## config.mk

```make
export PLATFORM = sky130hd
export DESIGN_NAME = cosine_similarity_stream
export DESIGN_NICKNAME = d
export VERILOG_FILES = /design/src/rtl/core/csim_pkg.sv /design/src/rtl/core/csim_accum.sv /design/src/rtl/core/csim_addsub.sv /design/src/rtl/core/csim_finish.sv /design/src/rtl/core/cosine_similarity_stream.sv
export SDC_FILE = /design/constraint.sdc
export NUM_CORES = 2
export LEC_CHECK = 0
export CAP_MARGIN = 20
export CELL_PAD_IN_SITES_DETAIL_PLACEMENT = 0
export CELL_PAD_IN_SITES_GLOBAL_PLACEMENT = 1
export CORE_ASPECT_RATIO = 2
export CORE_MARGIN = 2
export CORE_UTILIZATION = 55
export DETAILED_ROUTE_END_ITERATION = 8
export DONT_BUFFER_PORTS = 1
export GPL_TIMING_DRIVEN = 1
export PLACE_DENSITY_LB_ADDON = 0.1
export SYNTH_ARGS = -nofsm -noshare
export SYNTH_HDL_FRONTEND = slang
export SYNTH_SLANG_ARGS = --single-unit
```

## constraint.sdc

```tcl
create_clock -name clk -period 25.2 [get_ports clk]
set_clock_uncertainty 0.15 [all_clocks]
set_input_delay 2.52 -clock clk [delete_from_list [all_inputs] [get_ports clk]]
set_output_delay 2.52 -clock clk [all_outputs]
set_load 0.02 [all_outputs]
```

## src/rtl/core/csim_pkg.sv

```systemverilog
`timescale 1ns / 1ps

package csim_pkg;

	localparam int FRAC_BITS = 14;
	localparam int Q_W       = FRAC_BITS + 1;
	localparam int SIM_W     = 16;
	localparam int ONE_Q14   = 1 << FRAC_BITS;

	typedef enum logic [7:0] {
		F_IDLE = 8'b0000_0001,
		F_LOAD = 8'b0000_0010,
		F_MULP = 8'b0000_0100,
		F_MULM = 8'b0000_1000,
		F_ADD1 = 8'b0001_0000,
		F_ADD2 = 8'b0010_0000,
		F_CMP  = 8'b0100_0000,
		F_UPD  = 8'b1000_0000
	} fin_state_t;

	typedef struct packed {
		logic                    idle;
		logic                    done;
		logic signed [SIM_W-1:0] similarity;
		logic                    zero_norm;
	} fin_stat_t;

endpackage

```

## src/rtl/core/csim_accum.sv

```systemverilog
`timescale 1ns / 1ps

module csim_accum #(
	parameter int ELEM_WIDTH = 16,
	parameter int DOT_W      = 42
) (
	input  logic                         clk,
	input  logic                         arst_n,
	input  logic                         en,
	input  logic                         clear,
	input  logic signed [ELEM_WIDTH-1:0] a,
	input  logic signed [ELEM_WIDTH-1:0] b,
	output logic signed [DOT_W-1:0]      dot,
	output logic        [DOT_W-2:0]      sa,
	output logic        [DOT_W-2:0]      sb
);

	localparam int SUMSQ_W = DOT_W - 1;
	localparam int PROD_W  = 2 * ELEM_WIDTH;

	logic signed [PROD_W-1:0] ab;
	logic signed [PROD_W-1:0] aa;
	logic signed [PROD_W-1:0] bb;
	logic        [DOT_W:0]    dot_sum;
	logic        [SUMSQ_W:0]  sa_sum;
	logic        [SUMSQ_W:0]  sb_sum;
	logic        [DOT_W-1:0]  dot_next;
	logic        [SUMSQ_W-1:0] sa_next;
	logic        [SUMSQ_W-1:0] sb_next;
	logic        [DOT_W-1:0]  dot_q;
	logic        [SUMSQ_W-1:0] sa_q;
	logic        [SUMSQ_W-1:0] sb_q;

	assign ab = a * b;
	assign aa = a * a;
	assign bb = b * b;

	assign dot_sum = {dot_q[DOT_W-1], dot_q} + {{(DOT_W+1-PROD_W){ab[PROD_W-1]}}, ab};
	assign sa_sum  = {1'b0, sa_q} + {{(SUMSQ_W+2-PROD_W){1'b0}}, aa[PROD_W-2:0]};
	assign sb_sum  = {1'b0, sb_q} + {{(SUMSQ_W+2-PROD_W){1'b0}}, bb[PROD_W-2:0]};

	always_comb begin
		if (dot_sum[DOT_W] != dot_sum[DOT_W-1]) begin
			dot_next = dot_sum[DOT_W] ? {1'b1, {(DOT_W-1){1'b0}}} : {1'b0, {(DOT_W-1){1'b1}}};
		end else begin
			dot_next = dot_sum[DOT_W-1:0];
		end
		sa_next = sa_sum[SUMSQ_W] ? {SUMSQ_W{1'b1}} : sa_sum[SUMSQ_W-1:0];
		sb_next = sb_sum[SUMSQ_W] ? {SUMSQ_W{1'b1}} : sb_sum[SUMSQ_W-1:0];
	end

	always_ff @(posedge clk or negedge arst_n) begin
		if (!arst_n) begin
			dot_q <= '0;
			sa_q  <= '0;
			sb_q  <= '0;
		end else if (clear) begin
			dot_q <= '0;
			sa_q  <= '0;
			sb_q  <= '0;
		end else if (en) begin
			dot_q <= dot_next;
			sa_q  <= sa_next;
			sb_q  <= sb_next;
		end
	end

	assign dot = $signed(dot_q);
	assign sa  = sa_q;
	assign sb  = sb_q;

	a_clear_empties: assert property (@(posedge clk) disable iff (!arst_n)
		clear |=> (dot_q == '0) && (sa_q == '0) && (sb_q == '0))
		else $error("accumulators not emptied");

endmodule

```

## src/rtl/core/csim_addsub.sv

```systemverilog
`timescale 1ns / 1ps

module csim_addsub #(
	parameter int W = 113
) (
	input  logic [W-1:0] x,
	input  logic [W-1:0] y,
	input  logic         sub,
	output logic [W-1:0] sum,
	output logic         carry
);

	assign {carry, sum} = {1'b0, x} + {1'b0, y ^ {W{sub}}} + {{W{1'b0}}, sub};

endmodule

```

## src/rtl/core/csim_finish.sv

```systemverilog
`timescale 1ns / 1ps

module csim_finish #(
	parameter int DOT_W = 42
) (
	input  logic                    clk,
	input  logic                    arst_n,
	input  logic                    start,
	input  logic                    out_free,
	input  logic signed [DOT_W-1:0] dot,
	input  logic        [DOT_W-2:0] sa,
	input  logic        [DOT_W-2:0] sb,
	output logic                    clear,
	output csim_pkg::fin_stat_t     stat
);

	import csim_pkg::*;

	localparam int WIDE_W = 2 * DOT_W + 2 * FRAC_BITS + 1;
	localparam int CNT_W  = $clog2(DOT_W);

	fin_state_t            state_q;
	logic [WIDE_W-1:0]     acc_q;
	logic [WIDE_W-1:0]     p_q;
	logic [WIDE_W-1:0]     r_q;
	logic [WIDE_W-1:0]     s_q;
	logic [WIDE_W-1:0]     u_q;
	logic [WIDE_W-1:0]     v_q;
	logic [DOT_W-1:0]      mcand_q;
	logic [DOT_W-1:0]      mplier_q;
	logic [DOT_W-1:0]      mag_q;
	logic [CNT_W-1:0]      cnt_q;
	logic [Q_W-1:0]        q_q;
	logic [Q_W-1:0]        bit_q;
	logic                  neg_q;
	logic                  zero_q;
	logic                  done_q;

	logic [WIDE_W-1:0]     add_x;
	logic [WIDE_W-1:0]     add_y;
	logic                  add_sub;
	logic [WIDE_W-1:0]     add_sum;
	logic                  add_carry;
	logic [DOT_W-1:0]      dot_mag;
	logic                  take;
	logic [SIM_W-1:0]      q_ext;

	csim_addsub #(.W(WIDE_W)) u_addsub (
		.x     (add_x),
		.y     (add_y),
		.sub   (add_sub),
		.sum   (add_sum),
		.carry (add_carry)
	);

	assign dot_mag = dot[DOT_W-1] ? (~dot + 1'b1) : dot;
	assign take    = add_carry && !q_q[Q_W-1];

	always_comb begin
		add_x   = '0;
		add_y   = '0;
		add_sub = 1'b0;
		unique case (state_q)
			F_MULP, F_MULM: begin
				add_x = acc_q << 1;
				add_y = mplier_q[DOT_W-1] ? {{(WIDE_W-DOT_W){1'b0}}, mcand_q} : '0;
			end
			F_ADD1: begin
				add_x = s_q;
				add_y = u_q;
			end
			F_ADD2: begin
				add_x = acc_q;
				add_y = v_q;
			end
			F_CMP: begin
				add_x   = r_q;
				add_y   = acc_q;
				add_sub = 1'b1;
			end
			F_UPD: begin
				add_x = u_q >> 1;
				add_y = v_q;
			end
			default: begin
				add_x = '0;
			end
		endcase
	end

	always_ff @(posedge clk or negedge arst_n) begin
		if (!arst_n) begin
			state_q <= F_IDLE;
			done_q  <= 1'b0;
		end else begin
			unique case (state_q)
				F_IDLE: begin
					if (done_q && out_free) begin
						done_q <= 1'b0;
					end else if (start) begin
						state_q <= F_LOAD;
					end
				end
				F_LOAD: begin
					state_q <= ((sa == '0) || (sb == '0)) ? F_IDLE : F_MULP;
					done_q  <= (sa == '0) || (sb == '0);
				end
				F_MULP: begin
					if (cnt_q == '0) begin
						state_q <= F_MULM;
					end
				end
				F_MULM: begin
					if (cnt_q == '0) begin
						state_q <= F_ADD1;
					end
				end
				F_ADD1: begin
					state_q <= F_ADD2;
				end
				F_ADD2: begin
					state_q <= F_CMP;
				end
				F_CMP: begin
					if (bit_q[0]) begin
						state_q <= F_IDLE;
						done_q  <= 1'b1;
					end else begin
						state_q <= take ? F_UPD : F_ADD1;
					end
				end
				F_UPD: begin
					state_q <= F_ADD1;
				end
				default: begin
					state_q <= F_IDLE;
				end
			endcase
		end
	end

	always_ff @(posedge clk) begin
		unique case (state_q)
			F_LOAD: begin
				neg_q    <= dot[DOT_W-1];
				zero_q   <= (sa == '0) || (sb == '0);
				mag_q    <= dot_mag;
				mcand_q  <= {1'b0, sa};
				mplier_q <= {1'b0, sb};
				acc_q    <= '0;
				cnt_q    <= CNT_W'(DOT_W - 1);
				q_q      <= '0;
			end
			F_MULP: begin
				acc_q    <= add_sum;
				mplier_q <= mplier_q << 1;
				cnt_q    <= cnt_q - 1'b1;
				if (cnt_q == '0) begin
					p_q      <= add_sum;
					acc_q    <= '0;
					mcand_q  <= mag_q;
					mplier_q <= mag_q;
					cnt_q    <= CNT_W'(DOT_W - 1);
				end
			end
			F_MULM: begin
				acc_q    <= add_sum;
				mplier_q <= mplier_q << 1;
				cnt_q    <= cnt_q - 1'b1;
				if (cnt_q == '0) begin
					r_q   <= add_sum << (2 * FRAC_BITS);
					s_q   <= '0;
					u_q   <= '0;
					v_q   <= p_q << (2 * FRAC_BITS);
					bit_q <= {1'b1, {(Q_W-1){1'b0}}};
				end
			end
			F_ADD1, F_ADD2: begin
				acc_q <= add_sum;
			end
			F_CMP: begin
				if (take) begin
					s_q <= acc_q;
					q_q <= q_q | bit_q;
				end else begin
					u_q   <= u_q >> 1;
					v_q   <= v_q >> 2;
					bit_q <= bit_q >> 1;
				end
			end
			F_UPD: begin
				u_q   <= add_sum;
				v_q   <= v_q >> 2;
				bit_q <= bit_q >> 1;
			end
			default: begin
				cnt_q <= cnt_q;
			end
		endcase
	end

	assign q_ext = {{(SIM_W-Q_W){1'b0}}, q_q};

	assign clear           = (state_q == F_LOAD);
	assign stat.idle       = (state_q == F_IDLE) && !done_q;
	assign stat.done       = (state_q == F_IDLE) && done_q && out_free;
	assign stat.similarity = $signed(neg_q ? (~q_ext + 1'b1) : q_ext);
	assign stat.zero_norm  = zero_q;

	a_done_has_slot: assert property (@(posedge clk) disable iff (!arst_n)
		stat.done |-> out_free)
		else $error("result issued without a free output slot");

	a_clamp_holds: assert property (@(posedge clk) disable iff (!arst_n)
		(state_q == F_CMP) |-> !(q_q[Q_W-1] && (q_q[Q_W-2:0] != '0)))
		else $error("quotient beyond unity");

	a_no_start_busy: assert property (@(posedge clk) disable iff (!arst_n)
		(state_q != F_IDLE) |-> !start)
		else $error("request taken while busy");

endmodule

```

## src/rtl/core/cosine_similarity_stream.sv

```systemverilog
`timescale 1ns / 1ps
// Channel  Direction  Handshake                Payload
// s_*      in         s_tvalid / s_tready      tdata: elem_a, elem_b; tlast: last_pair
// m_*      out        m_tvalid / m_tready      tdata: similarity; tuser: zero_norm
//
// A pair without tlast is accumulated when taken; pairs may stream back to back while s_tready is high.
// A pair with tlast holds s_tready low while one shared wide adder forms
// sum_a*sum_b and dot^2 by shift-add (DOT_W = 2*ELEM_WIDTH + log2(MAX_DIM))
// and then a root search that settles the result one bit at a time; when a
// sum of squares is zero, the search is skipped and the result is zero.
// Reset clears the accumulators and the control state at once.
// A stalled output holds its result; the next vector streams in meanwhile.

module cosine_similarity_stream #(
	parameter int ELEM_WIDTH = 16,
	parameter int MAX_DIM    = 1024,
	localparam int S_DATA_W  = ((2 * ELEM_WIDTH + 7) / 8) * 8
) (
	input  logic                       clk,
	input  logic                       arst_n,
	input  logic                       s_tvalid,
	output logic                       s_tready,
	input  logic [S_DATA_W-1:0]        s_tdata,   // elem_a, elem_b
	input  logic                       s_tlast,   // last_pair
	output logic                       m_tvalid,
	input  logic                       m_tready,
	output logic [csim_pkg::SIM_W-1:0] m_tdata,   // similarity
	output logic                       m_tuser    // zero_norm
);

	import csim_pkg::*;

	localparam int DOT_W = 2 * ELEM_WIDTH + $clog2(MAX_DIM);

	logic signed [ELEM_WIDTH-1:0] elem_a;
	logic signed [ELEM_WIDTH-1:0] elem_b;
	logic                         accept;
	logic                         start;
	logic                         clear;
	logic                         out_free;
	logic signed [DOT_W-1:0]      dot;
	logic        [DOT_W-2:0]      sa;
	logic        [DOT_W-2:0]      sb;
	fin_stat_t                    stat;
	logic                         m_tvalid_q;
	logic [SIM_W-1:0]             m_tdata_q;
	logic                         m_tuser_q;

	assign elem_a   = $signed(s_tdata[ELEM_WIDTH-1:0]);
	assign elem_b   = $signed(s_tdata[2*ELEM_WIDTH-1:ELEM_WIDTH]);
	assign s_tready = stat.idle;
	assign accept   = s_tvalid && s_tready;
	assign start    = accept && s_tlast;
	assign out_free = !m_tvalid_q || m_tready;

	csim_accum #(.ELEM_WIDTH(ELEM_WIDTH), .DOT_W(DOT_W)) u_accum (
		.clk    (clk),
		.arst_n (arst_n),
		.en     (accept),
		.clear  (clear),
		.a      (elem_a),
		.b      (elem_b),
		.dot    (dot),
		.sa     (sa),
		.sb     (sb)
	);

	csim_finish #(.DOT_W(DOT_W)) u_finish (
		.clk      (clk),
		.arst_n   (arst_n),
		.start    (start),
		.out_free (out_free),
		.dot      (dot),
		.sa       (sa),
		.sb       (sb),
		.clear    (clear),
		.stat     (stat)
	);

	always_ff @(posedge clk or negedge arst_n) begin
		if (!arst_n) begin
			m_tvalid_q <= 1'b0;
		end else if (stat.done) begin
			m_tvalid_q <= 1'b1;
		end else if (m_tready) begin
			m_tvalid_q <= 1'b0;
		end
	end

	always_ff @(posedge clk) begin
		if (stat.done) begin
			m_tdata_q <= stat.similarity;
			m_tuser_q <= stat.zero_norm;
		end
	end

	assign m_tvalid = m_tvalid_q;
	assign m_tdata  = m_tdata_q;
	assign m_tuser  = m_tuser_q;

	a_last_stalls: assert property (@(posedge clk) disable iff (!arst_n)
		start |=> !s_tready)
		else $error("input not held after the final pair");

	a_zero_means_zero: assert property (@(posedge clk) disable iff (!arst_n)
		(m_tvalid && m_tuser) |-> (m_tdata == '0))
		else $error("zero magnitude with nonzero similarity");

	a_in_range: assert property (@(posedge clk) disable iff (!arst_n)
		m_tvalid |-> (($signed(m_tdata) <= ONE_Q14) && ($signed(m_tdata) >= -ONE_Q14)))
		else $error("similarity out of range");

endmodule
```

==> impl_results.md <==
* Arr. time, crit path at between 10 and 15 ns
* Failing checks: design-rule violations
* Starting Density at 55.24%
* Async set-reset flop share out of synthesis at 14.30%
* Worst path depth at 22
* Die Height at approximately 550 microns
* Vias in the first global route at 67482
* Starting DRT DRC Count at 4775
* WL met2 at 153200 microns
* CP dominant cell by count: buf_4
* Critical Path RT at between 20 and 30 ns
* Synth warn at 0
* Seq/Total Area, Yosys at 33.90%
* R2R Setup Slk at 14.06 ns
* CTS Root Cell: clkbuf_16
* Row cnt at 199
* Post-synth EDFFs at 803
* Clock sink count at 937
* Die area at 150600 sq um
* Fill cells at between 10000 and 15000
* Io pins at between 50 and 60
* Rel. slew slack at 10.05%
* Hold path depth at 1
* Post-synth top flop: edfxtp_1
* Total congestion overflow at 0
* Netlist cell types at 80
* CP endpoint kind: register
* Post-CTS Setup Inserts at 0
* Final setup vio count at 0
* Via Count at 62754
* Worst setup SP type: register
* Leading cell type in the layout, fill and taps excluded: inv_1
* Skew-Pair Late Insertion Delay at around 0.72 ns
* CTS buffer count at 83
* Critical Path, Cell by Cell: or4b_1 > nor2_4 > buf_4 > buf_4 > buf_4 > buf_4 > and2_1 > nor2_1 > ha_1 > a21oi_1 > nor2b_1 > o21ai_0 > nand2b_1 > a211oi_1 > o21ai_0 > a221o_1 > a31oi_1 > nor2_1 > nand2_1 > and3_4 > buf_4 > buf_4
* Clk buf depth at 3
* Worst path slowest cell: a211oi_1
* Share of cells above drive strength 1 at 4.874%
* Hold Crit Class: reg2reg
* Post-DRT Antenna Nets at 0
* Worst-path maximum fanout at 66
* Commonest cells after routing, fill and taps aside: inv_1, nand2_1, edfxtp_1
* Minimum clock period at 11.14 ns
* TritonCTS clock tree: done
* Fin crit share at 44.22%
* Routability congestion estimate at approximately 1.0
* Pre-CTS setup slack at between 10 and 15 ns
* Max-slew violation count at 0
* Syn_area_per_cell at 10.02 sq um
* FF-to-FF path depth at 22
* WS Path Type: reg2reg
* Fin nets at 9168
* Synth Cell Area at 81010 sq um
* Vias per std cell at approximately 6.4
* Placed inst area at 82670 sq um
* FF/Latch Area at roughly 27000 sq um
* Global Route Usage Sum at approximately 41%
* Mapped Cells at around 8100
* Status: finished, violations left
* Setup TNS at 0 ns
* First-pass GRT wire length at 440700 microns
* Buf/Inv on CP at 6
* Area Overhead vs Synth at 5.713%
* DP HPWL at 220600 microns
* Final wirelength at 300500 microns
* Worst stage delay on the critical path at 1.00 ns
* DR DRC count at 6
* Post-CTS Hold Fix Bufs at 0
* Htree depth at 3
* Core area at around 150000 sq um
* CP top delay family: buffers and inverters
* Synth Register Bits at 937
* Largest net degree at the start of global routing at between 100 and 150
* Area of the multi-input gates at 48160 sq um
* Port bufs at 0
* Routed len/inst at just over 30 microns
* Max-cap violations at 0
* Syn nets at ~9400
* RSZ-0062 raised after global routing: no
* Fin worst setup slack at around 14 ns
* Hold Slack at between 0.3 and 0.4 ns
* Met3 WL at 21160 microns
* Post-CTS sizing at 0
* Chip width at 275.4 microns
* DRT Pass-1 Iters at 9
* Final Hold Viols at 0
* Final Cell Area at 85640 sq um
* Fmax at ~0.09 GHz
* Initial antenna violation count at 38
* CTS clk-pin slew, worst paths at 0.07 ns
* Worst-margin pin slew at 1.340 ns
* Metal-1 WL at 85290 microns
* Highest metal used: met5
-- metal layers --
layer,vias to the layer above,track usage [%]
met2,2851,70.27
met4,46,44.43
met5,-,1.300
met3,1500,11.83
met1,31282,35.39
li1,27075,-
-- synth_stat cells (7+ instances only) --
cell | number | area [sq um]
inv_1 | 1056 | 3964
nand2_1 | 894 | 3356
edfxtp_1 | 803 | 24110
fa_1 | 797 | 15960
ha_1 | 483 | 6043
a21oi_1 | 433 | 2167
nor2_1 | 428 | 1607
clkbuf_1 | 398 | 1494
o21ai_0 | 317 | 1587
and2_1 | 308 | 1927
xnor2_1 | 254 | 2225
a22oi_1 | 186 | 1396
a21o_1 | 179 | 1344
nand3_1 | 143 | 715.7
dfrtp_1 | 133 | 3328
a22o_1 | 115 | 1007
xor2_1 | 109 | 954.7
nor2b_1 | 86 | 538.0
mux2_2 | 85 | 957.2
nand4_1 | 77 | 481.7
a221oi_1 | 75 | 656.9
a31oi_1 | 69 | 431.7
o21bai_1 | 64 | 480.5
o21a_1 | 63 | 473.0
nand2b_1 | 56 | 350.3
nor3_1 | 56 | 280.3
o22ai_1 | 42 | 262.8
a221o_1 | 34 | 340.3
nor4_1 | 30 | 187.7
and3_1 | 29 | 181.4
or3_1 | 25 | 156.4
o31ai_1 | 23 | 172.7
buf_1 | 21 | 78.83
a21boi_0 | 16 | 120.1
a211oi_1 | 15 | 112.6
and4_1 | 14 | 122.6
o41ai_1 | 12 | 105.1
a31o_2 | 11 | 96.34
a222oi_1 | 9 | 90.09
nand3b_1 | 9 | 67.56
or2_2 | 9 | 56.30
o21ai_1 | 8 | 40.04
or4_1 | 8 | 60.06
a41oi_1 | 7 | 61.31
o211ai_1 | 7 | 52.55
-- through the flow --
| step | util [%] | std cells |
|---|---|---|
| 3_5_place_dp | 56.37 | 9660 |
| 6_report | 58.40 | 9847 |
| 5_1_grt | 58.37 | 9832 |
| 4_1_cts | 58.24 | 9813 |
| 3_3_place_gp | 56.36 | 9658 |
| 2_1_floorplan | - | 8084 |
-- sequential cells by signal, indices dropped and copies added (netlist names), 85 cells and up --
signal,count
u_finish.r_q,85
u_finish.u_q,113
u_finish.v_q,113
u_finish.acc_q,113
u_finish.p_q,85
u_finish.s_q,113
-- area by class of cell --
type	count	share of cell area [%]
clock buffer	118	2.650
clock inverter	35	0.5464
timing repair buffer	102	0.9862
sequential	937	32.07
antenna	19	0.05552
tap	1909	2.789
inverter	1064	4.669
multi-input combinational	5663	56.23
-- worst reg2reg max path, stage by stage (launching register included) --
cell      delay [ns]
dfrtp_1         0.47
or4b_1          0.61
nor2_4          0.50
buf_4           0.55
buf_4           0.67
buf_4           0.69
buf_4           0.70
and2_1          0.30
nor2_1          0.06
ha_1            0.36
a21oi_1         0.24
nor2b_1         0.08
o21ai_0         0.30
nand2b_1        0.29
a211oi_1        1.01
o21ai_0         0.40
a221o_1         0.44
a31oi_1         0.42
nor2_1          0.13
nand2_1         0.19
and3_4          0.56
buf_4           0.83
buf_4           0.79
-- cell families (layout without fill, tap and decap cells) --
| logic type | Yosys count | after routing | share of synthesized area [%] |
|---|---|---|---|
| other | 0 | 19 | 0 |
| and+or+nand+nor | 2196 | 2196 | 12.74 |
| DFF | 937 | 937 | 33.90 |
| xor gates and xnor gates | 363 | 363 | 3.924 |
| muxes | 89 | 89 | 1.231 |
| AOI/OAI and AO/OA | 1735 | 1735 | 14.17 |
| buffers and inverters | 1484 | 1319 | 6.877 |
| adders and majority gates | 1280 | 1280 | 27.15 |
-- worst paths after layout --
check / start / end
max in group asynchronous: arst_n / u_accum.sa[26]
hold / removal: u_finish.p_q[1] / u_finish.v_q[29]
min in group asynchronous: arst_n / u_accum.sb[21]
setup reg to reg: u_finish.state_q[2] / u_finish.v_q[31]
setup / recovery: u_finish.state_q[2] / u_finish.v_q[31]
hold reg to reg: u_finish.p_q[1] / u_finish.v_q[29]
Power is not shown: default switching activity piles up to over one toggle a cycle in this logic, so the estimate is an artifact.
